[src/rtl/clcd_pkg.sv]
// Shared types, codes and the microcode ROM for the character LCD nibble sequencer.
// No dependencies; used by clcd_seq, clcd_dp and char_lcd_nibble_sequencer.
package clcd_pkg;

    localparam int NUM_STEPS = 14;
    localparam int STEP_W    = 4;

    // command opcodes
    localparam logic [2:0] OP_RAW    = 3'd0;
    localparam logic [2:0] OP_PRINT  = 3'd1;
    localparam logic [2:0] OP_INIT   = 3'd2;
    localparam logic [2:0] OP_CLEAR  = 3'd3;
    localparam logic [2:0] OP_CURSOR = 3'd4;

    // configuration register indexes
    localparam logic [1:0] CFG_PULSE       = 2'd0;
    localparam logic [1:0] CFG_CHAR_SETTLE = 2'd1;
    localparam logic [1:0] CFG_CLR_SETTLE  = 2'd2;

    localparam logic [15:0] PULSE_RST       = 16'd500;
    localparam logic [15:0] CHAR_SETTLE_RST = 16'd500;
    localparam logic [15:0] CLR_SETTLE_RST  = 16'd1400;

    localparam logic [15:0] HOLD_POWER_UP = 16'd40000;
    localparam logic [15:0] HOLD_4500     = 16'd4500;
    localparam logic [15:0] HOLD_110      = 16'd110;
    localparam logic [15:0] HOLD_50       = 16'd50;

    localparam logic [7:0] CURSOR_BASE = 8'h80;

    // program entry points
    localparam logic [STEP_W-1:0] EP_RAW    = 4'd0;
    localparam logic [STEP_W-1:0] EP_PRINT  = 4'd1;
    localparam logic [STEP_W-1:0] EP_INIT   = 4'd2;
    localparam logic [STEP_W-1:0] EP_CLEAR  = 4'd11;
    localparam logic [STEP_W-1:0] EP_CURSOR = 4'd13;

    typedef enum logic [1:0] {BYTE_IN, BYTE_CONST, BYTE_CURSOR} byte_sel_t;
    typedef enum logic [1:0] {RS_ZERO, RS_ONE, RS_IN} rs_sel_t;
    typedef enum logic [2:0] {
        SETL_IN, SETL_CHAR, SETL_CLEAR, SETL_4500, SETL_110, SETL_50
    } settle_sel_t;

    // one control word per byte write (or the single power-up idle phase)
    typedef struct packed {
        logic        idle;
        logic        fin;
        byte_sel_t   byte_sel;
        logic [7:0]  const_byte;
        rs_sel_t     rs_sel;
        settle_sel_t settle_sel;
    } ucode_t;

    typedef struct packed {
        logic        in_load;
        logic        load;
        logic [1:0]  phase;
        ucode_t      uc;
    } dp_ctrl_t;

    function automatic ucode_t uw(input logic idle, input logic fin,
                                  input byte_sel_t bsel, input logic [7:0] cbyte,
                                  input rs_sel_t rsel, input settle_sel_t ssel);
        ucode_t w;
        w.idle       = idle;
        w.fin        = fin;
        w.byte_sel   = bsel;
        w.const_byte = cbyte;
        w.rs_sel     = rsel;
        w.settle_sel = ssel;
        return w;
    endfunction

    function automatic ucode_t ucode_rom(input logic [STEP_W-1:0] step);
        ucode_t w;
        unique case (step)
            4'd0:    w = uw(1'b0, 1'b1, BYTE_IN,     8'h00, RS_IN,   SETL_IN);
            4'd1:    w = uw(1'b0, 1'b1, BYTE_IN,     8'h00, RS_ONE,  SETL_CHAR);
            4'd2:    w = uw(1'b1, 1'b0, BYTE_CONST,  8'h00, RS_ZERO, SETL_CHAR);
            4'd3:    w = uw(1'b0, 1'b0, BYTE_CONST,  8'h03, RS_ZERO, SETL_4500);
            4'd4:    w = uw(1'b0, 1'b0, BYTE_CONST,  8'h03, RS_ZERO, SETL_110);
            4'd5:    w = uw(1'b0, 1'b0, BYTE_CONST,  8'h03, RS_ZERO, SETL_50);
            4'd6:    w = uw(1'b0, 1'b0, BYTE_CONST,  8'h02, RS_ZERO, SETL_50);
            4'd7:    w = uw(1'b0, 1'b0, BYTE_CONST,  8'h28, RS_ZERO, SETL_CHAR);
            4'd8:    w = uw(1'b0, 1'b0, BYTE_CONST,  8'h0C, RS_ZERO, SETL_CHAR);
            4'd9:    w = uw(1'b0, 1'b0, BYTE_CONST,  8'h01, RS_ZERO, SETL_CHAR);
            4'd10:   w = uw(1'b0, 1'b1, BYTE_CONST,  8'h06, RS_ZERO, SETL_CHAR);
            4'd11:   w = uw(1'b0, 1'b0, BYTE_CONST,  8'h01, RS_ZERO, SETL_CLEAR);
            // home: column 0, line 1
            4'd12:   w = uw(1'b0, 1'b1, BYTE_CONST,  8'h80, RS_ZERO, SETL_CHAR);
            4'd13:   w = uw(1'b0, 1'b1, BYTE_CURSOR, 8'h00, RS_ZERO, SETL_CHAR);
            default: w = uw(1'b0, 1'b1, BYTE_CONST,  8'h00, RS_ZERO, SETL_CHAR);
        endcase
        return w;
    endfunction

endpackage

[src/rtl/char_lcd_nibble_sequencer.sv]
// Top level of the character LCD nibble sequencer (HD44780, 4-bit bus).
// Depends on clcd_pkg, clcd_seq and clcd_dp.
//
//  channel   | direction | payload
//  s_axis    | in        | tdata: opcode, byte_value, reg_select, settle_us, cursor_x, cursor_y
//  m_axis    | out       | tdata: pin_rs, pin_data, pin_enable, hold_us; tlast: last_phase
//  cfg       | in        | cfg_index 0 pulse, 1 char settle, 2 clear settle; no read-back
//
// One phase beat leaves per cycle while the output is taken: 4 beats for raw write,
// print and cursor move, 8 for clear, 33 for init; the microcode step and phase
// counters set this. A command is taken only when the previous one has issued its
// last phase; its first beat is loaded once the sequencer is busy. Undefined opcodes
// are accepted and give no beats. Reset restores the register defaults; no clearing pass.
module char_lcd_nibble_sequencer
(
    input  logic         clk,
    input  logic         rst_n,
    input  logic         cfg_we,
    input  logic [1:0]   cfg_index,
    input  logic [15:0]  cfg_data,
    input  logic         s_axis_tvalid,
    output logic         s_axis_tready,
    // [2:0] opcode, [10:3] byte_value, [11] reg_select, [27:12] settle_us,
    // [35:28] cursor_x, [43:36] cursor_y, [47:44] zero
    input  logic [47:0]  s_axis_tdata,
    output logic         m_axis_tvalid,
    input  logic         m_axis_tready,
    // [0] pin_rs, [4:1] pin_data, [5] pin_enable, [21:6] hold_us, [23:22] zero
    output logic [23:0]  m_axis_tdata,
    output logic         m_axis_tlast
);

    clcd_pkg::dp_ctrl_t ctrl;
    logic               pin_rs;
    logic [3:0]         pin_data;
    logic               pin_enable;
    logic [15:0]        hold_us;

    clcd_seq u_seq
    (
        .clk       (clk),
        .rst_n     (rst_n),
        .in_valid  (s_axis_tvalid),
        .in_ready  (s_axis_tready),
        .opcode    (s_axis_tdata[2:0]),
        .out_ready (m_axis_tready),
        .out_valid (m_axis_tvalid),
        .ctrl      (ctrl)
    );

    clcd_dp u_dp
    (
        .clk        (clk),
        .rst_n      (rst_n),
        .cfg_we     (cfg_we),
        .cfg_index  (cfg_index),
        .cfg_data   (cfg_data),
        .byte_value (s_axis_tdata[10:3]),
        .reg_select (s_axis_tdata[11]),
        .settle_us  (s_axis_tdata[27:12]),
        .cursor_x   (s_axis_tdata[35:28]),
        .cursor_y   (s_axis_tdata[43:36]),
        .ctrl       (ctrl),
        .pin_rs     (pin_rs),
        .pin_data   (pin_data),
        .pin_enable (pin_enable),
        .hold_us    (hold_us),
        .last_phase (m_axis_tlast)
    );

    assign m_axis_tdata = {2'b00, hold_us, pin_enable, pin_data, pin_rs};

endmodule

[src/rtl/clcd_seq.sv]
// Microcode sequencer: step counter, phase counter, entry decode and output valid.
// Depends on clcd_pkg (ROM, entry points, control types).
module clcd_seq
(
    input  logic                clk,
    input  logic                rst_n,
    input  logic                in_valid,
    output logic                in_ready,
    input  logic [2:0]          opcode,
    input  logic                out_ready,
    output logic                out_valid,
    output clcd_pkg::dp_ctrl_t  ctrl
);

    logic                          busy_reg, busy_next;
    logic [clcd_pkg::STEP_W-1:0]   step_reg, step_next;
    logic [1:0]                    phase_reg, phase_next;
    logic                          out_valid_reg, out_valid_next;

    logic                          acc;
    logic                          adv;
    logic                          step_done;
    logic                          ep_ok;
    logic [clcd_pkg::STEP_W-1:0]   ep;
    clcd_pkg::ucode_t              uc;

    assign uc        = clcd_pkg::ucode_rom(step_reg);
    assign in_ready  = !busy_reg;
    assign acc       = in_valid && in_ready;
    assign adv       = busy_reg && (!out_valid_reg || out_ready);
    assign step_done = uc.idle || (phase_reg == 2'd3);
    assign out_valid = out_valid_reg;

    always_comb
    begin
        ep_ok = 1'b1;
        ep    = clcd_pkg::EP_RAW;
        unique case (opcode)
            clcd_pkg::OP_RAW:    ep = clcd_pkg::EP_RAW;
            clcd_pkg::OP_PRINT:  ep = clcd_pkg::EP_PRINT;
            clcd_pkg::OP_INIT:   ep = clcd_pkg::EP_INIT;
            clcd_pkg::OP_CLEAR:  ep = clcd_pkg::EP_CLEAR;
            clcd_pkg::OP_CURSOR: ep = clcd_pkg::EP_CURSOR;
            default:             ep_ok = 1'b0;
        endcase
    end

    always_comb
    begin
        busy_next      = busy_reg;
        step_next      = step_reg;
        phase_next     = phase_reg;
        out_valid_next = out_valid_reg;
        if (out_ready)
        begin
            out_valid_next = 1'b0;
        end
        if (acc)
        begin
            // unknown opcodes are taken and dropped
            busy_next  = ep_ok;
            step_next  = ep;
            phase_next = 2'd0;
        end
        else if (adv)
        begin
            out_valid_next = 1'b1;
            if (step_done)
            begin
                phase_next = 2'd0;
                if (uc.fin)
                begin
                    busy_next = 1'b0;
                end
                else
                begin
                    step_next = step_reg + 1'b1;
                end
            end
            else
            begin
                phase_next = phase_reg + 2'd1;
            end
        end
    end

    always_ff @(posedge clk or negedge rst_n)
    begin
        if (!rst_n)
        begin
            busy_reg      <= 1'b0;
            step_reg      <= '0;
            phase_reg     <= 2'd0;
            out_valid_reg <= 1'b0;
        end
        else
        begin
            busy_reg      <= busy_next;
            step_reg      <= step_next;
            phase_reg     <= phase_next;
            out_valid_reg <= out_valid_next;
        end
    end

    assign ctrl.in_load = acc;
    assign ctrl.load    = adv;
    assign ctrl.phase   = phase_reg;
    assign ctrl.uc      = uc;

`ifndef SYNTHESIS
    a_step_range: assert property (@(posedge clk) disable iff (!rst_n)
        busy_reg |-> (step_reg < clcd_pkg::STEP_W'(clcd_pkg::NUM_STEPS)))
        else $error("step counter outside program");

    a_idle_one_phase: assert property (@(posedge clk) disable iff (!rst_n)
        (busy_reg && uc.idle) |-> (phase_reg == 2'd0))
        else $error("idle step ran past its single phase");

    a_end_of_cmd: assert property (@(posedge clk) disable iff (!rst_n)
        (adv && uc.fin && step_done) |=> !busy_reg)
        else $error("sequencer still busy after final phase");

    a_entry: assert property (@(posedge clk) disable iff (!rst_n)
        (acc && ep_ok) |=> (busy_reg && (step_reg == $past(ep)) && (phase_reg == 2'd0)))
        else $error("command did not start at its entry point");
`endif

endmodule

[src/rtl/clcd_dp.sv]
// Datapath: configuration registers, operand latch, cursor address and phase output register.
// Depends on clcd_pkg (control word, constants, register indexes).
module clcd_dp
(
    input  logic                clk,
    input  logic                rst_n,
    input  logic                cfg_we,
    input  logic [1:0]          cfg_index,
    input  logic [15:0]         cfg_data,
    input  logic [7:0]          byte_value,
    input  logic                reg_select,
    input  logic [15:0]         settle_us,
    input  logic [7:0]          cursor_x,
    input  logic [7:0]          cursor_y,
    input  clcd_pkg::dp_ctrl_t  ctrl,
    output logic                pin_rs,
    output logic [3:0]          pin_data,
    output logic                pin_enable,
    output logic [15:0]         hold_us,
    output logic                last_phase
);

    logic [15:0] pulse_reg, char_settle_reg, clr_settle_reg;
    logic [7:0]  byte_reg;
    logic        rs_reg;
    logic [15:0] settle_reg;
    logic [7:0]  addr_reg;

    logic [3:0]  line_m1;
    logic [7:0]  addr_next;
    logic [7:0]  cur_byte;
    logic        cur_rs;
    logic [15:0] cur_settle;
    logic        cur_en;
    logic [15:0] cur_hold;

    logic        pin_rs_reg, pin_enable_reg, last_reg;
    logic [3:0]  pin_data_reg;
    logic [15:0] hold_reg;

    // address wraps at 8 bits, so only two bits of (line - 1) survive the * 0x40
    assign line_m1   = cursor_y[3:0] - 4'd1;
    assign addr_next = clcd_pkg::CURSOR_BASE + {line_m1[1:0], 6'd0} + {4'd0, cursor_x[3:0]};

    always_ff @(posedge clk or negedge rst_n)
    begin
        if (!rst_n)
        begin
            pulse_reg       <= clcd_pkg::PULSE_RST;
            char_settle_reg <= clcd_pkg::CHAR_SETTLE_RST;
            clr_settle_reg  <= clcd_pkg::CLR_SETTLE_RST;
        end
        else if (cfg_we)
        begin
            case (cfg_index)
                clcd_pkg::CFG_PULSE:       pulse_reg       <= cfg_data;
                clcd_pkg::CFG_CHAR_SETTLE: char_settle_reg <= cfg_data;
                clcd_pkg::CFG_CLR_SETTLE:  clr_settle_reg  <= cfg_data;
                default:                   ;
            endcase
        end
    end

    always_ff @(posedge clk)
    begin
        if (ctrl.in_load)
        begin
            byte_reg   <= byte_value;
            rs_reg     <= reg_select;
            settle_reg <= settle_us;
            addr_reg   <= addr_next;
        end
    end

    always_comb
    begin
        unique case (ctrl.uc.byte_sel)
            clcd_pkg::BYTE_IN:     cur_byte = byte_reg;
            clcd_pkg::BYTE_CURSOR: cur_byte = addr_reg;
            default:               cur_byte = ctrl.uc.const_byte;
        endcase
        unique case (ctrl.uc.rs_sel)
            clcd_pkg::RS_ONE: cur_rs = 1'b1;
            clcd_pkg::RS_IN:  cur_rs = rs_reg;
            default:          cur_rs = 1'b0;
        endcase
        unique case (ctrl.uc.settle_sel)
            clcd_pkg::SETL_IN:    cur_settle = settle_reg;
            clcd_pkg::SETL_CLEAR: cur_settle = clr_settle_reg;
            clcd_pkg::SETL_4500:  cur_settle = clcd_pkg::HOLD_4500;
            clcd_pkg::SETL_110:   cur_settle = clcd_pkg::HOLD_110;
            clcd_pkg::SETL_50:    cur_settle = clcd_pkg::HOLD_50;
            default:              cur_settle = char_settle_reg;
        endcase
        // phase bit 0: enable low half; bit 1: low nibble
        cur_en = !ctrl.phase[0] && !ctrl.uc.idle;
        if (ctrl.uc.idle)
        begin
            cur_hold = clcd_pkg::HOLD_POWER_UP;
        end
        else if (cur_en)
        begin
            cur_hold = pulse_reg;
        end
        else
        begin
            cur_hold = cur_settle;
        end
    end

    always_ff @(posedge clk)
    begin
        if (ctrl.load)
        begin
            pin_rs_reg     <= cur_rs;
            pin_data_reg   <= ctrl.phase[1] ? cur_byte[3:0] : cur_byte[7:4];
            pin_enable_reg <= cur_en;
            hold_reg       <= cur_hold;
            last_reg       <= ctrl.uc.fin && (ctrl.uc.idle || (ctrl.phase == 2'd3));
        end
    end

    assign pin_rs     = pin_rs_reg;
    assign pin_data   = pin_data_reg;
    assign pin_enable = pin_enable_reg;
    assign hold_us    = hold_reg;
    assign last_phase = last_reg;

endmodule
[config.mk]
export PLATFORM = sky130hd
export DESIGN_NAME = char_lcd_nibble_sequencer
export DESIGN_NICKNAME = d
export VERILOG_FILES = /design/src/rtl/clcd_pkg.sv /design/src/rtl/char_lcd_nibble_sequencer.sv /design/src/rtl/clcd_seq.sv /design/src/rtl/clcd_dp.sv
export SDC_FILE = /design/constraint.sdc
export NUM_CORES = 1
export LEC_CHECK = 0
export ABC_AREA = 1
export CAP_MARGIN = 40
export CORE_MARGIN = 5
export CORE_UTILIZATION = 60
export CTS_BUF_LIST = sky130_fd_sc_hd__clkbuf_8
export DETAILED_ROUTE_END_ITERATION = 7
export DONT_BUFFER_PORTS = 1
export PLACE_DENSITY = 0.81
export SETUP_SLACK_MARGIN = 0.02
export SYNTH_ARGS = -nofsm -noshare
export SYNTH_HDL_FRONTEND = slang
export SYNTH_SLANG_ARGS = --single-unit
[constraint.sdc]
create_clock -name clk -period 3.3 [get_ports clk]
set_input_delay 0.33 -clock clk [delete_from_list [all_inputs] [get_ports clk]]
set_output_delay 0.33 -clock clk [all_outputs]
set_load 0.005 [all_outputs]
* After elaboration in Yosys (flattened, before gate mapping)
Memories as Yosys holds them, arrays and structs flattened. Cells that the tools add are included.
Word-level totals: bits in latches 0, bits of input ports 71, ROM bits 240, bits in registers 112, memories 1, output and inout bits 27, memory bits (writable) 0
Memory list:
- (no name shown) | words 16, bits a word 15, rd ports 1, clocked after memory_dff 0, wr ports 0, RTL line clcd_pkg.sv:76 | unique case (step)
Operators by class: reduce and logical (&&, ||, !) cells 23, shift-type cells 0, bitwise operators 0, div/mod/pow operators 0, multipliers 0, $lt $le $gt $ge 0, equal/unequal tests 15, mux-type cells 21, $add $sub $neg 5
Operators with widths (number):
- 16-bit one-hot mux with 5 select lines | 1
- 4-bit two-way mux | 5
- 16-bit two-way mux | 1
- 4-bit one-hot mux with 4 select lines | 1
- 8-bit one-hot mux with 2 select lines | 1
- 3-bit by 2-bit equality test with 1-bit output (second input constant) | 4
- 3-bit equality test (second input constant) | 3
- 8-bit by 4-bit adder with 8-bit output | 1
- 8-bit adder (first input constant) | 1
- 2-bit equality test (second input constant) | 4
- 1-bit two-way mux | 8
- 3-bit logical NOT | 2
- 2-bit two-way mux | 3
- 2-bit AND reduction | 3
- 3-bit AND reduction | 2
- 2-bit nonzero test | 3
- 5-bit OR reduction | 1
- 4-bit by 1-bit adder with 4-bit output (second input constant) | 1
- 2-bit by 1-bit equality test with 1-bit output (second input constant) | 2
- 1-bit logical AND | 4
- 1-bit logical NOT | 4
- 2-bit logical NOT | 2
- 3-bit by 1-bit equality test with 1-bit output (second input constant) | 1
- 2-bit by 1-bit adder with 2-bit output (second input constant) | 1
- 4 further kinds | 5

* Logic depth before layout (Yosys ltp)
Gate-level depths: netlist of the first run.
depth in word-level cells 5, mapped depth 14, depth with buffers taken out 12

* By module
Synthesis of the first run repeated with hierarchy kept, for this count alone.
Unflattened totals: cells, all modules 567, area total of the unflattened synthesis 5261.3 µm²
Modules (own cells, without submodules):
- clcd_dp | cells each 447, instances 1, area each 4435.5 µm²
- clcd_seq | cells each 115, instances 1, area each 792.0 µm²
- char_lcd_nibble_sequencer | cells each 5, instances 1, area each 33.8 µm²

* Worst setup path before layout of the first run
OpenSTA, ideal clock, no wires.
path type register to register, start point register u_seq.step_reg[0] in the netlist's numbering, end point register u_dp.hold_reg[10], in the netlist u_dp.hold_us[10] (data pin), required time 3.051 ns, data arrival time 2.271 ns, setup slack 0.780 ns, stages on the path, launching flop included 13, path buffers 3, cells stage by stage dfrtp_1 > ha_1 > ha_1 > buf_2 > inv_1 > buf_2 > ha_1 > clkbuf_1 > nand2_1 > nand2_1 > nand3_1 > nand2_1 > inv_1
On the way: cells in the longest elaborated chain, start to end 4, elaborated cells on any way between the ends 10
RTL lines:
- start: declaration | RTL line clcd_seq.sv:16 | logic [clcd_pkg::STEP_W-1:0] step_reg, step_next;
- start signal: assignment | RTL line clcd_seq.sv:99 | step_reg <= step_next;
- memory read 16 x 15 bit (*)
- 3-bit equality test, or another cell as far along | RTL line clcd_dp.sv:87 | unique case (ctrl.uc.settle_sel)
- 16-bit one-hot mux with 5 select lines or 1-bit logical AND (tied branches) | RTL line clcd_dp.sv:87, clcd_dp.sv:96
- 16-bit two-way mux | RTL line clcd_dp.sv:101 | else if (cur_en)
- end signal: assignment | RTL line clcd_dp.sv:118 | hold_reg <= cur_hold;
- end: declaration | RTL line clcd_dp.sv:39 | logic [15:0] hold_reg;
Mark *: on every way between the ends. The rest lies on a longest branch, timed or not. A chain may end at the register's enable or synchronous reset.

* Worst setup path in the final report of the first run
start point register u_seq.step_reg[0] in the netlist's numbering, end point register u_dp.hold_reg[11], in the netlist u_dp.hold_us[11] (data pin)
The elaborated chain is that of the path after synthesis.

==> results of run 1 <==
## cells by family (layout without fill, tap and decap cells)
| kind of cell | count (synthesis) | after routing | share of synthesized area (%) |
|---|---|---|---|
| buffers and inverters | 112 | 115 | 8.50 |
| other | 1 | 2 | 0.0708 |
| flip-flops | 110 | 110 | 57.5 |
| AO/OA/AOI/OAI | 74 | 74 | 7.23 |
| adder cells (fa/ha/maj) | 12 | 12 | 2.83 |
| XOR/XNOR | 1 | 1 | 0.165 |
| AND/OR/NAND/NOR | 293 | 293 | 23.7 |
## power by group through the flow
stage	combinational, W	clock [W]	sequential [W]
6_report	0.00206	0.000891	0.00218
5_1_grt	0.00236	0.000965	0.00222
4_1_cts	0.00204	0.000908	0.00218
3_5_place_dp	0.00201	0	0.00221
3_3_place_gp	0.00194	0	0.00220
2_1_floorplan	0.00155	0	0.00210
## layout make-up
class                   count  area, um^2  area share (%)
well taps                 108         135            2.38
clock inverters             7        95.1            1.68
multi-input cells         382        1810            31.8
inverters                  88         330            5.82
repair buffers             11         140            2.47
clock buffers               9         124            2.18
flip-flops and latches    110        3050            53.7
## through the flow
step | setup WS, ns | std cells | hold WS (ns) | util, % | instance area (um^2)
detailed placement | 0.531 | 697 | 0.0372 | 62.4 | 5420
floorplan | 0.780 | 604 | 0.0344 | - | 5300
finish | 0.440 | 715 | 0.0490 | 65.4 | 5680
global route | 0.228 | 715 | 0.0176 | 65.4 | 5680
global placement | 0.549 | 694 | 0.0369 | 61.8 | 5360
CTS | 0.496 | 715 | 0.0361 | 65.4 | 5680
## critical path, stage by stage (launching register included)
cell and delay (ns):
dfrtp_1 0.50, ha_1 0.27, ha_1 0.44, inv_1 0.31, ha_1 0.42, nand2_1 0.27
nand2_1 0.15, nand3_1 0.08, nand2_1 0.13, inv_1 0.05
## what timing repair did
action | 4_1_cts | 5_1_grt
hold endpoints to repair | 56 | 0
resized for setup | 0 | 0
hold buffers | 2 | 0
## path summary, 6_finish.rpt
kind	start	to	slack, ns	depth (start not counted)
hold reg to reg	u_dp.pulse_reg[15]	u_dp.pulse_reg[15]	0.49	2
setup reg to reg	u_seq.step_reg[0]	u_dp.hold_us[11]	0.44	9
setup / recovery	u_seq.step_reg[0]	u_dp.hold_us[11]	0.44	9
hold / removal	s_axis_tdata[19]	u_dp.settle_reg[7]	0.05	0
max in group asynchronous	rst_n	u_dp.clr_settle_reg[3]	2.48	2
min in group asynchronous	rst_n	u_seq.step_reg[2]	0.51	2
## routing by layer
metal | up-vias | global-route usage (%)
met2 | 158 | 37.1
met5 | - | 0
li1 | 1919 | -
met3 | 32 | 4.35
met1 | 1871 | 29.6
met4 | 0 | 9.71
## layout by cell type, fill, tap and decap left out, drive strengths merged, types with 9 or more instances in the layout
| master | netlist | layout |
|---|---|---|
| buf | 12 | 10 |
| dfstp | 18 | 18 |
| clkbuf | 12 | 9 |
| nand2 | 189 | 189 |
| edfxtp | 54 | 54 |
| dfrtp | 38 | 38 |
| ha | 12 | 12 |
| nand4 | 16 | 16 |
| o21ai | 60 | 60 |
| nand3 | 34 | 34 |
| a21oi | 9 | 9 |
| inv | 87 | 91 |
| nand3b | 9 | 9 |
| nor2 | 40 | 40 |
## Yosys cell counts
master,number
o211ai_1,1
nor2_1,38
edfxtp_1,54
clkinv_1,1
dfstp_2,18
nor2_4,1
o21ai_1,3
clkbuf_1,12
nand3_1,33
o21a_1,1
dfrtp_1,38
xor2_1,1
o22ai_1,1
a21oi_2,1
ha_1,12
nand4_1,16
nand2_1,187
a21oi_1,8
inv_2,5
nor2_2,1
nand2_2,2
nand3b_1,9
inv_1,82
a31oi_1,2
or2_2,4
nand3_4,1
o21ai_0,57
buf_4,6
and2_1,1
conb_1,1
buf_2,6
==> reports/results.ini, run 1 <==
[timing]
period_share_pct = 86.7
setup_viol = 0
hold_violations = 0
rsz0062_at_grt = no
clock_skew_ns = 0.0108
fin_crit_ns = 2.86
tightest_slew_ns = 0.629
setup-tns-final_ns = 0
maxSlewHeadroom_pct = 58.0
max_freq_mhz = 350
maxSlewViolCount = 0

[clocking]
cts_tree = built
clkTransAtPathRegs_ns = 0.11
cts.path.max_buffers = 2
cts_buffers = 9
cts.sinks = 110
cts-root-buf = clkbuf_8
h-tree-depth = 3
cts_setup_buffers = 0
clk_latency_ns = 0.36

[pwr]
ir_drop_uv = 396
power_switching_w = 0.00212
leakage_nw = 2.71
power_w = 0.00513
pwr-share-clk_pct = 17.4
p_int_w = 0.00301
swShare_pct = 41.3
powerDensity_mw_per_mm2 = 904
power_frac_seq_pct = 42.5
power_frac_comb_pct = 40.2

[logic_synthesis]
syn-cell-area_mm2 = 0.00530
synth_warnings = 0
ys_top_cells_by_area = edfxtp_1 (31%), dfrtp_1 (18%), nand2_1 (13%)
yosysTopAreaCellShare_pct = 30.6
yosysTopAreaCell = edfxtp_1
yosysSeqAreaShare_pct = 57.5
netlist_instances = 603
syn_avg_cell_area_um2 = 8.79
ys_types = 31
synth-seq-cells = 110

[finish]
drive_gt1_share_pct = 9.56
fin_nets = 685
n_fill_cell = 700
diodes = 0
area_delta_synth_final_pct = 7.13

[critical_path]
cp.required_ns = 3.43
path_max_fanout = 14
arrival_ns = 2.99
start_kind = flop
end_kind = flop
critPathKind = reg2reg

[detailed_routing]
firstDrtPassIters = 5
drt-initial-drc-count = 294
top_layer_used = met4
wl_met1_um = 4910
via_per_inst = 5.57
wl_met2_um = 5780
num_vias = 3980
routedWlPerCell_um = 16.4
wl_met3_um = 648
ant_nets = 0
wl_um = 11700
remaining_drc_errors = 0

[floorplanning]
die_y_um = 104
die_x_um = 104
design.die.area_mm2 = 0.0108
start_util_pct = 61.0
ios = 98
fp-row-count = 34
coreArea_mm2 = 0.00868

[placed_design]
gp_congestion = 0.913
hpwl_um = 8540
port-buffer-count = 0

[global_route]
grt_usage_pct = 22.7
antenna_found_initial = 0
grt_max_degree = 57
overflow = 0
grt_pass1_wl_um = 19900
grt_pass1_vias = 4091

[run]
cap_violations = 0

[hold_path]
hold_path.class = in2reg

[status]
outcome = finished clean

Note: power is estimated with default switching activity, not from simulation.
==> inputs of run 2 (changes only) <==
Settings changed: PLACE_DENSITY 0.81 to 0.84, REMOVE_ABC_BUFFERS set to 1.
Clock period 3.3 ns to 2.3 ns, I/O delays scaled along.
==> run 2 against run 1 <==
Net effect:
- register-to-register slack got worse by 0.31 ns
- sequential share of layout area shrank 3.3 points
- worst setup slack got worse by 0.31 ns
- combinational power is 61% higher
- wire length increased by 4.9%
- non-clock buffer count increased by 42
- clock-buffer cell count did not move
- highest routed layer unchanged
==> reports/results.ini, run 2 (synthesis results as in run 1) <==
[status]
outcome = finished clean

[floorplanning]
coreArea_mm2 = 0.00868  ; unchanged
fp-row-count = 34  ; unchanged
design.die.area_mm2 = 0.0108  ; unchanged
start_util_pct = 61.0  ; unchanged
die_y_um = 104  ; unchanged
die_x_um = 104  ; unchanged
ios = 98  ; unchanged

[critical_path]
path_max_fanout = 10  ; -4
arrival_ns = 2.31  ; -0.68 ns
critPathKind = reg2reg
start_kind = flop
cp.required_ns = 2.44  ; -0.99 ns
r2r-start = u_seq.step_reg[0]
r2r_cells = 11  ; +2
end_kind = flop
worstReg2RegEnd = u_dp.hold_us[10]
r2r_setup_slack_ns = 0.13  ; -0.31 ns

[clocking]
cts-root-buf = clkbuf_8
cts.sinks = 110  ; unchanged
cts_tree = built
clkTransAtPathRegs_ns = 0.10  ; about the same
h-tree-depth = 3  ; unchanged
cts.path.max_buffers = 2  ; unchanged
cts_setup_buffers = 0  ; unchanged
clk_latency_ns = 0.37  ; about the same
cts_buffers = 9  ; unchanged

[timing]
worst_slack_ns = 0.132  ; -0.307 ns
tightest_slew_ns = 0.528  ; -0.101 ns
max_freq_mhz = 461  ; +32%
hold_violations = 0  ; unchanged
period_share_pct = 94.2  ; +7.6 points
fin_crit_ns = 2.17  ; -0.693 ns
setup_viol = 0  ; unchanged
maxSlewHeadroom_pct = 64.7  ; +6.7 points
maxSlewViolCount = 0  ; unchanged
clock_skew_ns = 0.00776  ; -0.00308 ns
rsz0062_at_grt = no

[placed_design]
gp_congestion = 0.884  ; -3.2%
hpwl_um = 8190  ; -4.1%
port-buffer-count = 0  ; unchanged
post-place-ws_ns = 0.0840  ; -0.447 ns

[global_route]
grt_usage_pct = 22.9  ; +0.26 points
grt_pass1_wl_um = 20100  ; +1.0%
overflow = 0  ; unchanged
grt_pass1_vias = 4099  ; +0.20%
antenna_found_initial = 0  ; unchanged
grt_max_degree = 57  ; unchanged

[detailed_routing]
firstDrtPassIters = 6  ; +1
remaining_drc_errors = 0  ; unchanged
num_vias = 4197  ; +5.5%
via_per_inst = 5.54  ; -0.40%
wl_met1_um = 4980  ; +1.6%
top_layer_used = met4
wl_um = 12300  ; +4.9%
drt-initial-drc-count = 302  ; +2.7%
ant_nets = 0  ; unchanged
wl_met2_um = 6080  ; +5.1%
wl_met3_um = 953  ; +47%
routedWlPerCell_um = 16.3  ; -0.94%

[finish]
area_delta_synth_final_pct = 14.2
multi_input_area_mm2 = 0.00184  ; +1.7%
final_common_cell = nand2_1
fin_nets = 727  ; +6.1%
drive_gt1_share_pct = 11.4  ; +1.8 points
utilization_pct = 69.7  ; +4.3 points
n_fill_cell = 672  ; -4.0%
register_area_mm2 = 0.00305  ; unchanged
diodes = 0  ; unchanged
layout_common_cells = nand2_1 (186), inv_1 (82), o21ai_0 (57)

[pwr]
ir_drop_uv = 661  ; +67%
leakage_nw = 2.88  ; +6.0%
powerDensity_mw_per_mm2 = 1250  ; +38%

[hold_path]
hold_path.class = in2reg
min_from = cfg_data[8]
whs_path_depth = 2  ; +2
worstHoldEndpoint = u_dp.pulse_reg[8]

[run]
cap_violations = 0  ; unchanged

-- run 2: cell types whose count changed in the layout (fill, tap and decap cells not counted), sizes merged --
cell	change
buf	+12
bufinv	-1
clkinv	+1
dlygate4sd3	+30
-- run 2: report_power, final --
group | internal, W | switching, W | total [W]
logic | 0.00112 | 0.00220 | 0.00332
clock network | 0.000511 | 0.000661 | 0.00117
registers | 0.00278 | 0.000293 | 0.00307
total | 0.00441 | 0.00316 | 0.00756
-- run 2: metrics by stage --
stage	setup TNS (ns)	total power, W	std cells	instance area [um^2]	hold WS [ns]
after global placement	0	0.00606	708	5470	-0.0635
after floorplan	-3.40	0.00512	580	5180	-0.0656
after CTS	0	0.00743	757	6020	0.000857
after detailed placement	0	0.00618	709	5480	-0.0638
after global routing	0	0.00813	757	6050	0.0105
final	0	0.00756	757	6050	0.00390
-- run 2: area by class of cell --
cell class | instances | share of cell area [%]
repair buffers | 53 | 8.38
flip-flops and latches | 110 | 50.4
multi-input cells | 382 | 30.3
clock buffers | 9 | 2.05
clock inverters | 7 | 1.18
well taps | 108 | 2.23
inverters | 88 | 5.46
-- run 2: critical path, cell delays in order (launching register included) --
cell     delay [ns]
dfrtp_1        0.41
buf_4          0.17
inv_1          0.09
ha_1           0.25
nand2_1        0.12
nor2_4         0.07
nor2_2         0.43
nand2_1        0.13
inv_1          0.09
nand3_1        0.09
nand2_1        0.07
inv_1          0.04
-- run 2: repair_timing --
item,4_1_cts,5_1_grt
resized for setup,1,7
hold endpoints to repair,86,0
pin swaps,0,0
hold buffers,32,0
endpoints found under the setup margin,1,10
gates cloned,0,0
-- run 2: worst max-delay path by stage --
stage | start | cells past startpoint | slack (ns) | endpoint
floorplan | u_seq.step_reg[0] | 9 | -0.31 | u_dp.hold_us[10]
detailed placement | u_seq.step_reg[0] | 10 | 0.08 | u_dp.hold_us[8]
global placement | u_seq.step_reg[0] | 10 | 0.12 | u_dp.hold_us[8]
CTS | u_seq.step_reg[0] | 9 | 0.05 | u_dp.hold_us[5]
global route | u_seq.step_reg[0] | 11 | 0.02 | u_dp.hold_us[1]
finish | u_seq.step_reg[0] | 11 | 0.13 | u_dp.hold_us[10]
-- run 2: per-layer routing --
layer	up-vias	track usage, %
li1	2002	-
met1	1960	29.4
met2	205	38.8
met3	30	4.35
met4	0	8.42
met5	-	0
